## src/design/link_connect_retry_fsm_defines.svh

```systemverilog
// ---------------------------------------------------------------------------
// Link connection manager assertion macros
// Concurrent assertion forms, included by the design files and used in the core.
// ---------------------------------------------------------------------------
`ifndef LINK_CONNECT_RETRY_FSM_DEFINES_SVH
`define LINK_CONNECT_RETRY_FSM_DEFINES_SVH

// Same-cycle implication, disabled during reset.
`define LCR_ASSERT_NOW(label, clk, rst, ante, cons) \
   label: assert property (@(posedge clk) disable iff (rst) (ante) |-> (cons)) \
      else $error("link manager assertion failed");

// Next-cycle implication, disabled during reset.
`define LCR_ASSERT_NEXT(label, clk, rst, ante, cons) \
   label: assert property (@(posedge clk) disable iff (rst) (ante) |=> (cons)) \
      else $error("link manager assertion failed");

`endif

```

## src/design/lcr_pkg.sv

```systemverilog
// ---------------------------------------------------------------------------
// Link connection manager package
// Types, codes and constants shared by the link connection manager files.
// ---------------------------------------------------------------------------
package lcr_pkg;

   localparam int MAX_NETWORKS = 8;
   localparam logic [15:0] DEFAULT_INTERVAL = 16'd500;
   localparam logic [7:0] DEFAULT_RETRIES = 8'd5;
   localparam logic [3:0] MAX_NET_COUNT = 4'(MAX_NETWORKS);

   typedef enum logic [1:0] {
      PH_IDLE       = 2'd0,
      PH_CONNECTING = 2'd1,
      PH_CONNECTED  = 2'd2,
      PH_ERROR      = 2'd3
   } phase_type;

   typedef enum logic [2:0] {
      EV_NONE       = 3'd0,
      EV_IDLE       = 3'd1,
      EV_CONNECTING = 3'd2,
      EV_CONNECTED  = 3'd3,
      EV_LOST       = 3'd4,
      EV_ERROR      = 3'd5
   } event_type;

   typedef enum logic [1:0] {
      MODE_TICK  = 2'd0,
      MODE_BEGIN = 2'd1,
      MODE_END   = 2'd2
   } mode_type;

   typedef enum logic [1:0] {
      REG_NETWORK_COUNT  = 2'd0,
      REG_RETRY_INTERVAL = 2'd1,
      REG_MAX_RETRIES    = 2'd2
   } reg_index_type;

   typedef struct packed {
      logic [3:0]  network_count;
      logic [15:0] retry_interval;
      logic [7:0]  max_retries;
   } cfg_type;

   typedef struct packed {
      logic [1:0] link_state;
      logic       attempt;
      logic [2:0] net_index;
      logic [2:0] event_res;
      logic       drop_link;
   } result_type;

endpackage

```

## src/design/lcr_csr.sv

```systemverilog
// ---------------------------------------------------------------------------
// Link connection manager configuration registers
// APB-style register file holding network count, retry interval and retries.
// ---------------------------------------------------------------------------
module lcr_csr (
   input  logic              clock,
   input  logic              reset,
   input  logic              psel,
   input  logic              penable,
   input  logic              pwrite,
   input  logic [3:0]        paddr,
   input  logic [31:0]       pwdata,
   output logic [31:0]       prdata,
   output logic              pready,
   output lcr_pkg::cfg_type  cfg
);

   logic [3:0]  network_count_ff;
   logic [15:0] retry_interval_ff;
   logic [7:0]  max_retries_ff;
   logic        write_en;
   logic [1:0]  reg_sel;

   assign write_en = psel && penable && pwrite;
   assign reg_sel  = paddr[3:2];
   assign pready   = 1'b1;

   always_ff @(posedge clock) begin
      if (reset) begin
         network_count_ff  <= 4'd0;
         retry_interval_ff <= lcr_pkg::DEFAULT_INTERVAL;
         max_retries_ff    <= lcr_pkg::DEFAULT_RETRIES;
      end else if (write_en) begin
         case (reg_sel)
            lcr_pkg::REG_NETWORK_COUNT:  network_count_ff  <= pwdata[3:0];
            lcr_pkg::REG_RETRY_INTERVAL: retry_interval_ff <= pwdata[15:0];
            lcr_pkg::REG_MAX_RETRIES:    max_retries_ff    <= pwdata[7:0];
            default: ;
         endcase
      end
   end

   always_comb begin
      case (reg_sel)
         lcr_pkg::REG_NETWORK_COUNT:  prdata = {28'd0, network_count_ff};
         lcr_pkg::REG_RETRY_INTERVAL: prdata = {16'd0, retry_interval_ff};
         lcr_pkg::REG_MAX_RETRIES:    prdata = {24'd0, max_retries_ff};
         default:                     prdata = 32'd0;
      endcase
   end

   assign cfg.network_count  = network_count_ff;
   assign cfg.retry_interval = retry_interval_ff;
   assign cfg.max_retries    = max_retries_ff;

endmodule

```

## src/design/lcr_core.sv

```systemverilog
// ---------------------------------------------------------------------------
// Link connection manager core
// Phase state machine with wait counter, retry counter and network rotation.
// ---------------------------------------------------------------------------
`include "link_connect_retry_fsm_defines.svh"

module lcr_core (
   input  logic                 clock,
   input  logic                 reset,
   input  logic                 step,
   input  logic [1:0]           mode,
   input  logic                 link_up,
   input  lcr_pkg::cfg_type     cfg,
   output lcr_pkg::result_type  result
);

   lcr_pkg::phase_type phase_ff, phase_in;
   logic [15:0] wait_ff, wait_in;
   logic [7:0]  retry_ff, retry_in;
   logic [2:0]  net_ff, net_in;
   logic [3:0]  active_cnt;
   logic [8:0]  retry_next;
   logic [3:0]  net_next;
   logic        attempt;
   logic        drop;
   lcr_pkg::event_type ev;

   // Counts above the supported number of networks are clamped.
   assign active_cnt = (cfg.network_count > lcr_pkg::MAX_NET_COUNT) ?
                       lcr_pkg::MAX_NET_COUNT : cfg.network_count;

   always_ff @(posedge clock) begin
      if (reset) begin
         phase_ff <= lcr_pkg::PH_IDLE;
         wait_ff  <= 16'd0;
         retry_ff <= 8'd0;
         net_ff   <= 3'd0;
      end else if (step) begin
         phase_ff <= phase_in;
         wait_ff  <= wait_in;
         retry_ff <= retry_in;
         net_ff   <= net_in;
      end
   end

   always_comb begin
      phase_in   = phase_ff;
      wait_in    = wait_ff;
      retry_in   = retry_ff;
      net_in     = net_ff;
      attempt    = 1'b0;
      drop       = 1'b0;
      ev         = lcr_pkg::EV_NONE;
      // The incremented retry count is one bit wider so that 255 retries work.
      retry_next = {1'b0, retry_ff} + 9'd1;
      net_next   = {1'b0, net_ff};
      if (retry_next > {1'b0, cfg.max_retries}) begin
         retry_next = 9'd1;
         net_next   = net_next + 4'd1;
      end
      if (net_next >= active_cnt) begin
         net_next = 4'd0;
      end

      case (mode)
         lcr_pkg::MODE_BEGIN: begin
            if (phase_ff == lcr_pkg::PH_IDLE) begin
               if (active_cnt == 4'd0) begin
                  phase_in = lcr_pkg::PH_ERROR;
                  ev       = lcr_pkg::EV_ERROR;
               end else begin
                  phase_in = lcr_pkg::PH_CONNECTING;
                  wait_in  = 16'd0;
                  retry_in = 8'd0;
                  net_in   = 3'd0;
                  ev       = lcr_pkg::EV_CONNECTING;
               end
            end
         end
         lcr_pkg::MODE_END: begin
            phase_in = lcr_pkg::PH_IDLE;
            ev       = lcr_pkg::EV_IDLE;
            drop     = 1'b1;
         end
         lcr_pkg::MODE_TICK: begin
            case (phase_ff)
               lcr_pkg::PH_CONNECTING: begin
                  if (link_up) begin
                     phase_in = lcr_pkg::PH_CONNECTED;
                     ev       = lcr_pkg::EV_CONNECTED;
                  end else if (wait_ff == 16'd0) begin
                     if (active_cnt == 4'd0) begin
                        phase_in = lcr_pkg::PH_ERROR;
                        ev       = lcr_pkg::EV_ERROR;
                     end else begin
                        retry_in = retry_next[7:0];
                        net_in   = net_next[2:0];
                        wait_in  = cfg.retry_interval;
                        attempt  = 1'b1;
                     end
                  end else begin
                     wait_in = wait_ff - 16'd1;
                  end
               end
               lcr_pkg::PH_CONNECTED: begin
                  if (!link_up) begin
                     if (active_cnt == 4'd0) begin
                        phase_in = lcr_pkg::PH_ERROR;
                        ev       = lcr_pkg::EV_ERROR;
                     end else begin
                        phase_in = lcr_pkg::PH_CONNECTING;
                        wait_in  = 16'd0;
                        retry_in = 8'd0;
                        net_in   = 3'd0;
                        ev       = lcr_pkg::EV_LOST;
                     end
                  end
               end
               default: ;
            endcase
         end
         default: ;
      endcase
   end

   assign result.link_state = phase_in;
   assign result.attempt    = attempt;
   assign result.net_index  = net_in;
   assign result.event_res  = ev;
   assign result.drop_link  = drop;

   // An attempt always reloads the wait counter from the interval register.
   `LCR_ASSERT_NEXT(a_attempt_reload, clock, reset, step && attempt,
      wait_ff == $past(cfg.retry_interval))
   // After an attempt the selected network lies inside the configured range.
   `LCR_ASSERT_NEXT(a_attempt_net_range, clock, reset, step && attempt,
      {1'b0, net_ff} < $past(active_cnt))
   // Attempts only come from the connecting phase and never with a disconnect.
   `LCR_ASSERT_NOW(a_attempt_phase, clock, reset, attempt,
      phase_ff == lcr_pkg::PH_CONNECTING && phase_in == lcr_pkg::PH_CONNECTING && !drop)

endmodule

```

## src/design/link_connect_retry_fsm.sv

```systemverilog
// ---------------------------------------------------------------------------
// Link connection manager
// Connect, retry and network rotation state machine with APB configuration.
// ---------------------------------------------------------------------------
// The block accepts one transaction every clock cycle while req_stall is low
// and returns exactly one result transaction for each: the transaction waits
// in the input register, then the state update logic writes the result
// register. Throughput is set by that single-pass update between the two
// registers. Configure registers only while no transaction is in flight.
`include "link_connect_retry_fsm_defines.svh"

module link_connect_retry_fsm (
   input  logic        clock,
   input  logic        reset,
   input  logic        req_valid,
   output logic        req_stall,
   input  logic [1:0]  req_mode,
   input  logic        req_link_up,
   output logic        rsp_valid,
   input  logic        rsp_stall,
   output logic [1:0]  rsp_link_state,
   output logic        rsp_attempt,
   output logic [2:0]  rsp_net_index,
   output logic [2:0]  rsp_event_res,
   output logic        rsp_drop_link,
   input  logic        psel,
   input  logic        penable,
   input  logic        pwrite,
   input  logic [3:0]  paddr,
   input  logic [31:0] pwdata,
   output logic [31:0] prdata,
   output logic        pready
);

   lcr_pkg::cfg_type    cfg;
   lcr_pkg::result_type step_result;
   lcr_pkg::result_type out_res_ff;

   logic       in_valid_ff, in_valid_in;
   logic [1:0] in_mode_ff;
   logic       in_link_ff;
   logic       out_valid_ff, out_valid_in;
   logic       out_free;
   logic       move;
   logic       accept;

   lcr_csr u_csr (
      .clock   (clock),
      .reset   (reset),
      .psel    (psel),
      .penable (penable),
      .pwrite  (pwrite),
      .paddr   (paddr),
      .pwdata  (pwdata),
      .prdata  (prdata),
      .pready  (pready),
      .cfg     (cfg)
   );

   lcr_core u_core (
      .clock   (clock),
      .reset   (reset),
      .step    (move),
      .mode    (in_mode_ff),
      .link_up (in_link_ff),
      .cfg     (cfg),
      .result  (step_result)
   );

   // The result register can take a new transaction when empty or draining.
   assign out_free  = !out_valid_ff || !rsp_stall;
   assign move      = in_valid_ff && out_free;
   assign req_stall = in_valid_ff && !out_free;
   assign accept    = req_valid && !req_stall;

   always_comb begin
      in_valid_in = in_valid_ff;
      if (accept) begin
         in_valid_in = 1'b1;
      end else if (move) begin
         in_valid_in = 1'b0;
      end
      out_valid_in = out_valid_ff;
      if (move) begin
         out_valid_in = 1'b1;
      end else if (!rsp_stall) begin
         out_valid_in = 1'b0;
      end
   end

   always_ff @(posedge clock) begin
      if (reset) begin
         in_valid_ff  <= 1'b0;
         out_valid_ff <= 1'b0;
      end else begin
         in_valid_ff  <= in_valid_in;
         out_valid_ff <= out_valid_in;
      end
   end

   always_ff @(posedge clock) begin
      if (accept) begin
         in_mode_ff <= req_mode;
         in_link_ff <= req_link_up;
      end
      if (move) begin
         out_res_ff <= step_result;
      end
   end

   assign rsp_valid      = out_valid_ff;
   assign rsp_link_state = out_res_ff.link_state;
   assign rsp_attempt    = out_res_ff.attempt;
   assign rsp_net_index  = out_res_ff.net_index;
   assign rsp_event_res  = out_res_ff.event_res;
   assign rsp_drop_link  = out_res_ff.drop_link;

endmodule

```

## config.mk

```make
export PLATFORM = sky130hd
export DESIGN_NAME = link_connect_retry_fsm
export DESIGN_NICKNAME = d
export VERILOG_FILES = /design/src/design/lcr_pkg.sv /design/src/design/lcr_csr.sv /design/src/design/lcr_core.sv /design/src/design/link_connect_retry_fsm.sv
export VERILOG_INCLUDE_DIRS = /design/src /design/src/design
export SDC_FILE = /design/constraint.sdc
export NUM_CORES = 1
export LEC_CHECK = 0
export BUFFER_PORTS_ARGS = -buffer_cell sky130_fd_sc_hd__buf_2
export CAP_MARGIN = 20
export CORE_MARGIN = 2
export CORE_UTILIZATION = 55
export DETAILED_ROUTE_END_ITERATION = 8
export GPL_ROUTABILITY_DRIVEN = 0
export PLACE_DENSITY = 0.79
export SLEW_MARGIN = 20
export SYNTH_ARGS = -nofsm -noshare
export SYNTH_HDL_FRONTEND = slang
export SYNTH_SLANG_ARGS = --single-unit
```

## constraint.sdc

```tcl
create_clock -name clock -period 6.75 [get_ports clock]
set_input_delay 0.675 -clock clock [delete_from_list [all_inputs] [get_ports clock]]
set_output_delay 0.675 -clock clock [all_outputs]
set_load 0.01 [all_outputs]
```

# ---- Yosys cells after proc, flatten, opt, wreduce, memory -nomap -nowiden
# Index checks and enable logic that the tools add are counted.
# Widths: inputs -> output; s select.
dict set report word_totals {
  register_bits 72
  input_bits 46
  elab_cells 114
}
dict set report classes {
  add_sub_neg 3
  order_cmp 3
  n_eq_ne 14
  mux 52
  bitwise 3
  n_reduce_logical 23
}
# operator count
set op_table {}
lappend op_table {{$mux 16} 6}
lappend op_table {{$pmux 16 s2} 2}
lappend op_table {{$mux 8} 7}
lappend op_table {{$pmux 16 s3} 1}
lappend op_table {{$mux 3} 13}
lappend op_table {{$pmux 8 s2} 2}
lappend op_table {{$pmux 3 s2} 3}
lappend op_table {{$logic_not 16->1} 1}
lappend op_table {{$sub 16x1->16 const B} 1}
lappend op_table {{$mux 2} 6}
lappend op_table {{$add 8x1->9 const B} 1}
lappend op_table {{$gt 9x8->1} 1}
lappend op_table {{$ne 3x3->1 const B} 3}
lappend op_table {{$pmux 3 s3} 1}
lappend op_table {{$mux 4} 2}
lappend op_table {{$reduce_and 8->1} 1}
lappend op_table {{$mux 1} 7}
lappend op_table {{$reduce_and 7->1} 1}
lappend op_table {{$eq 2x1->1 const B} 3}
lappend op_table {{$eq 2x2->1 const B} 3}
lappend op_table {{$logic_not 2->1} 3}
lappend op_table {{$ne 3x2->1 const B} 2}
lappend op_table {{$pmux 2 s3} 1}
lappend op_table {{$reduce_and 2->1} 3}
lappend op_table {{other kinds (13)} 24}

# ---- Depth between registers and ports, before layout
dict set report depth {
  ltp_word 10
  mapped_depth 19
  mapped_depth_nobuf 17
}

# ---- Modules after synthesis
# A second synthesis with hierarchy kept.
dict set report hier_totals {
  cells_unflattened 542
  hier_area_um2 4581.9
}
# module instances cells_per_inst area_per_inst_um2 seq_area_each_um2
set modules_own_cells {}
lappend modules_own_cells {lcr_core 1 352 2581.2 580.6}
lappend modules_own_cells {lcr_csr 1 167 1524.0 560.5}
lappend modules_own_cells {link_connect_retry_fsm 1 23 476.7 430.4}

# ---- Worst setup path before layout
# No wires, ideal clock.
dict set report synth_path {
  path_type {reg2reg}
  from {register u_core.retry_ff[0]}
  to {register out_res_ff (netlist bit rsp_net_index[0]), data pin}
  setup_ps 170
  arrival_time_ps 3931
  required_ps 6580
  setup_slack_ps 2649
  stages_incl_launch_ff 20
  n_path_buf 2
  cell_sequence {dfxtp_1 ha_1 and3_1 clkbuf_1 nand3_1 xnor2_1 ha_1 and3_1 and3_1 a31oi_1 or2_2 clkbuf_1 xnor2_1 ha_1 nand2b_1 a211oi_1 o2111ai_1 nor3_1 o21ai_0 o31ai_1}
}
# item line
set synth_lines {}
lappend synth_lines {{start: declaration} lcr_core.sv:19} ;# logic [7:0] retry_ff, retry_in;
lappend synth_lines {{start signal: assignment} lcr_core.sv:41} ;# retry_ff <= retry_in;
lappend synth_lines {{end signal: assignment} link_connect_retry_fsm.sv:107} ;# out_res_ff <= step_result;
lappend synth_lines {{end: declaration} link_connect_retry_fsm.sv:37} ;# lcr_pkg::result_type out_res_ff;

==> results.py <==
metrics = {
    "worst_setup_path": {
        "timing.rr.start": "u_core.retry_ff[0]",
        "rr_endpoint": "rsp_net_index[0]",
        "cp.arrival_ns": 4.77,
        "cp.required_ns": 6.94,
        "rrSetupSlack_ns": 2.16,
        "reg2reg_depth": 17,
        "cp_max_fo": 7,
        "cp-end-kind": "flip-flop",
        "path_class": "flip-flop to flip-flop",
        "start_kind": "flip-flop",
    },
    "power": {
        "power.total_uw": 894,
        "vdd_drop_max_mv": 0.0942,
        "power_density_nw_per_um2": 186,
        "p_leak_uw": 0.00199,
    },
    "logic_synthesis": {
        "yosys.area_share.xor_xnor": 0.0180,
        "synth_ff_type": "dfxtp_1",
        "synth-async-reset-ratio": 0,
        "synth.area.top_cells": "dfxtp_1 27%, edfxtp_1 8.9%, nand2_1 6.0%",
        "synth_compound_area_frac": 0.200,
        "synth_top_family_by_area": "simple AND/OR/NAND/NOR gates",
        "ys_seq_area_frac": 0.359,
        "yosysUniqueCellTypes": 72,
        "synth_top_area_share": 0.270,
        "ys_seq_elements": 72,
        "synth_edf_count": 13,
        "syn_avg_cell_area_um2": 8.16,
        "synth_fa_ha_area_frac": 0.0515,
        "yosys.area_share.simple": 0.258,
        "synth.area.mux_share": 0.0320,
        "ys_warn_count": 0,
        "syn-instance-count": 536,
        "yosys.area.top_type": "dfxtp_1",
        "synth.cell_area_um2": 4370,
    },
    "placed_design": {
        "io_buffers": 55,
        "placedCellCount": 665,
        "post_dp_cell_area_um2": 4600,
        "dp_hpwl_um": 7240,
    },
    "layout": {
        "fin_nets": 638,
        "n_antenna_cell": 0,
        "drive_gt1_frac": 0.151,
        "fill_cells": 675,
        "mostFrequentLayoutCells": "70 x nand2_1, 59 x dfxtp_1, 55 x buf_2, 43 x nor2_1, 41 x a21oi_1",
        "final_common_cell": "nand2_1",
        "fin_cells": 680,
        "multi_input_area_um2": 2510,
        "ff_latch_area_um2": 1570,
        "area_growth_pct": 9.90,
        "postLayoutCoreUtil": 0.622,
        "design_area_um2": 4810,
    },
    "sta": {
        "worst_slew_pin_slew_ns": 1.00,
        "clock-skew-final_ns": 0.0123,
        "hold_violations": 0,
        "final.period_utilization": 0.680,
        "tns_ns": 0,
        "rsz0062_at_grt": "false",
        "min_period_ns": 4.59,
        "setup_viol": 0,
        "fmax_ghz": 0.218,
        "max_slew_margin": 0.331,
        "finalMaxSlewViolations": 0,
    },
    "detailed_routing": {
        "drt_first_pass_iters": 5,
        "vias": 3982,
        "vias_per_cell": 5.86,
        "finalWirelength_um": 10100,
        "drtAntennaViolNets": 0,
        "routedWlPerCell_um": 14.9,
        "drtIter0Drc": 171,
        "drc": 0,
    },
    "clock_tree": {
        "max-clock-path-buffers": 2,
        "clock_latency_ns": 0.36,
        "numClockSinks": 72,
        "cts_hold_buf": 0,
        "cts_setup_buffers": 0,
        "cts.repair.resized": 0,
        "clkTransAtPathRegs_ns": 0.08,
        "cts_buffers": 9,
        "cts_tree": "done",
        "root_buffer": "clkbuf_8",
        "h-tree-depth": 3,
    },
    "global_route": {
        "grt_pass1_wl_um": 16800,
        "globalRouteMet2Util": 0.404,
        "grt_antenna_before_repair": 0,
        "first_global_vias": 3600,
        "grt.busiest_layer": "met2",
        "overflow": 0,
        "use_met3": 0.0532,
        "grt.total_usage": 0.242,
        "grt_max_degree": 58,
        "met1_usage": 0.310,
    },
    "job": {
        "maxCapViolCount": 0,
    },
    "floorplan": {
        "row_count": 32,
        "design.core.area_um2": 7730,
        "ioPinCount": 91,
        "die_width_um": 93.2,
        "die_h_um": 93.2,
        "die-area_um2": 8680,
        "initial_core_util": 0.566,
    },
    "run_status": {
        "status": "finished, final reports clean",
    },
    "min_path": {
        "min-delay-start": "u_csr.retry_interval_ff[11]",
        "hold_depth": 2,
        "hold_class": "flip-flop to flip-flop",
        "min_to": "u_csr.retry_interval_ff[11]",
    },
}
[cell families (layout without fill, tap and decap cells)]
group / count (synthesis) / after routing
buffers and inverters: 70 / 97
multiplexers: 14 / 14
adder cells (fa/ha/maj): 18 / 18
AO/OA/AOI/OAI: 136 / 136
other: 2 / 17
flip-flops: 72 / 72
AND/OR/NAND/NOR: 215 / 215
XOR/XNOR: 9 / 9
[worst max-delay path by stage]
stage / start / endpoint / slack [ns] / depth (start not counted)
5_1_grt: u_core.retry_ff[0] / rsp_net_index[1] / 1.71 / 17
6_report: u_core.retry_ff[0] / rsp_net_index[0] / 2.16 / 17
4_1_cts: u_core.retry_ff[0] / rsp_net_index[0] / 2.22 / 17
3_5_place_dp: u_core.retry_ff[0] / rsp_net_index[0] / 2.24 / 17
3_3_place_gp: u_core.retry_ff[0] / rsp_net_index[0] / 2.30 / 17
2_1_floorplan: u_core.retry_ff[0] / rsp_net_index[0] / 2.65 / 19
[critical path, cell delays in order, from the launching register on]
cell,delay (ns)
dfxtp_1,0.46
ha_1,0.29
and3_1,0.28
nand3_1,0.12
xnor2_1,0.22
ha_1,0.28
and3_1,0.18
and3_1,0.17
a31oi_1,0.56
or2_2,0.29
xnor2_1,0.13
ha_1,0.24
nand2b_1,0.13
a211oi_1,0.28
o2111ai_1,0.30
nor3_1,0.27
o21ai_0,0.11
o31ai_1,0.08
[synthesized netlist by cell type (3+ instances only)]
library cell / n
and2_1: 8
nor3b_1: 4
or2_2: 3
a21o_1: 3
nand4_1: 3
edfxtp_1: 13
nor3_1: 14
and3_1: 12
a31oi_1: 9
mux2i_1: 14
a32o_1: 3
a211oi_1: 3
ha_1: 18
a22oi_1: 3
nand3_1: 13
xnor2_1: 8
o31ai_1: 7
nand2_1: 70
buf_4: 17
a211o_1: 3
nor2_1: 43
or3_1: 8
clkbuf_1: 22
dfxtp_1: 59
buf_2: 3
inv_1: 25
nand3b_1: 8
o21ai_1: 4
a21oi_1: 41
nor2b_1: 6
o21ai_0: 30
a22o_1: 6
[registers in the layout (all words and copies together) (netlist names), 3 cells and up]
signal	flops
rsp_net_index	3
u_csr.max_retries_ff	8
u_core.wait_ff	16
u_csr.network_count_ff	4
rsp_event_res	3
u_csr.retry_interval_ff	16
u_core.retry_ff	8
u_core.net_ff	3
[cell type report]
| cell class | instances | area share |
|---|---|---|
| Sequential cell | 72 | 0.327 |
| Clock buffer | 10 | 0.0310 |
| Timing Repair Buffer | 57 | 0.0604 |
| Clock inverter | 5 | 0.0128 |
| Tap cell | 102 | 0.0266 |
| Multi-Input combinational cell | 409 | 0.523 |
| Inverter | 25 | 0.0195 |
[routing by layer]
| layer | routed length [um] | vias up |
|---|---|---|
| met2 | 4790 | 145 |
| met4 | 142 | 0 |
| met3 | 593 | 15 |
| li1 | - | 1964 |
| met1 | 4620 | 1858 |
| met5 | 0 | - |
[per-stage QoR]
stage | worst slack (ns) | hold WS (ns)
final | 2.16 | 0.476
after detailed placement | 2.24 | 0.465
after global routing | 1.71 | 0.490
after floorplan | 2.65 | 0.440
after global placement | 2.30 | 0.453
after CTS | 2.22 | 0.477
[where the power goes]
part / leakage [uW] / switching (uW) / internal, uW
clock network: 0.000105 / 174 / 194
registers: 0.000601 / 7.56 / 445
logic: 0.00129 / 46.0 / 27.2
Note: power is estimated with default switching activity, not from simulation.
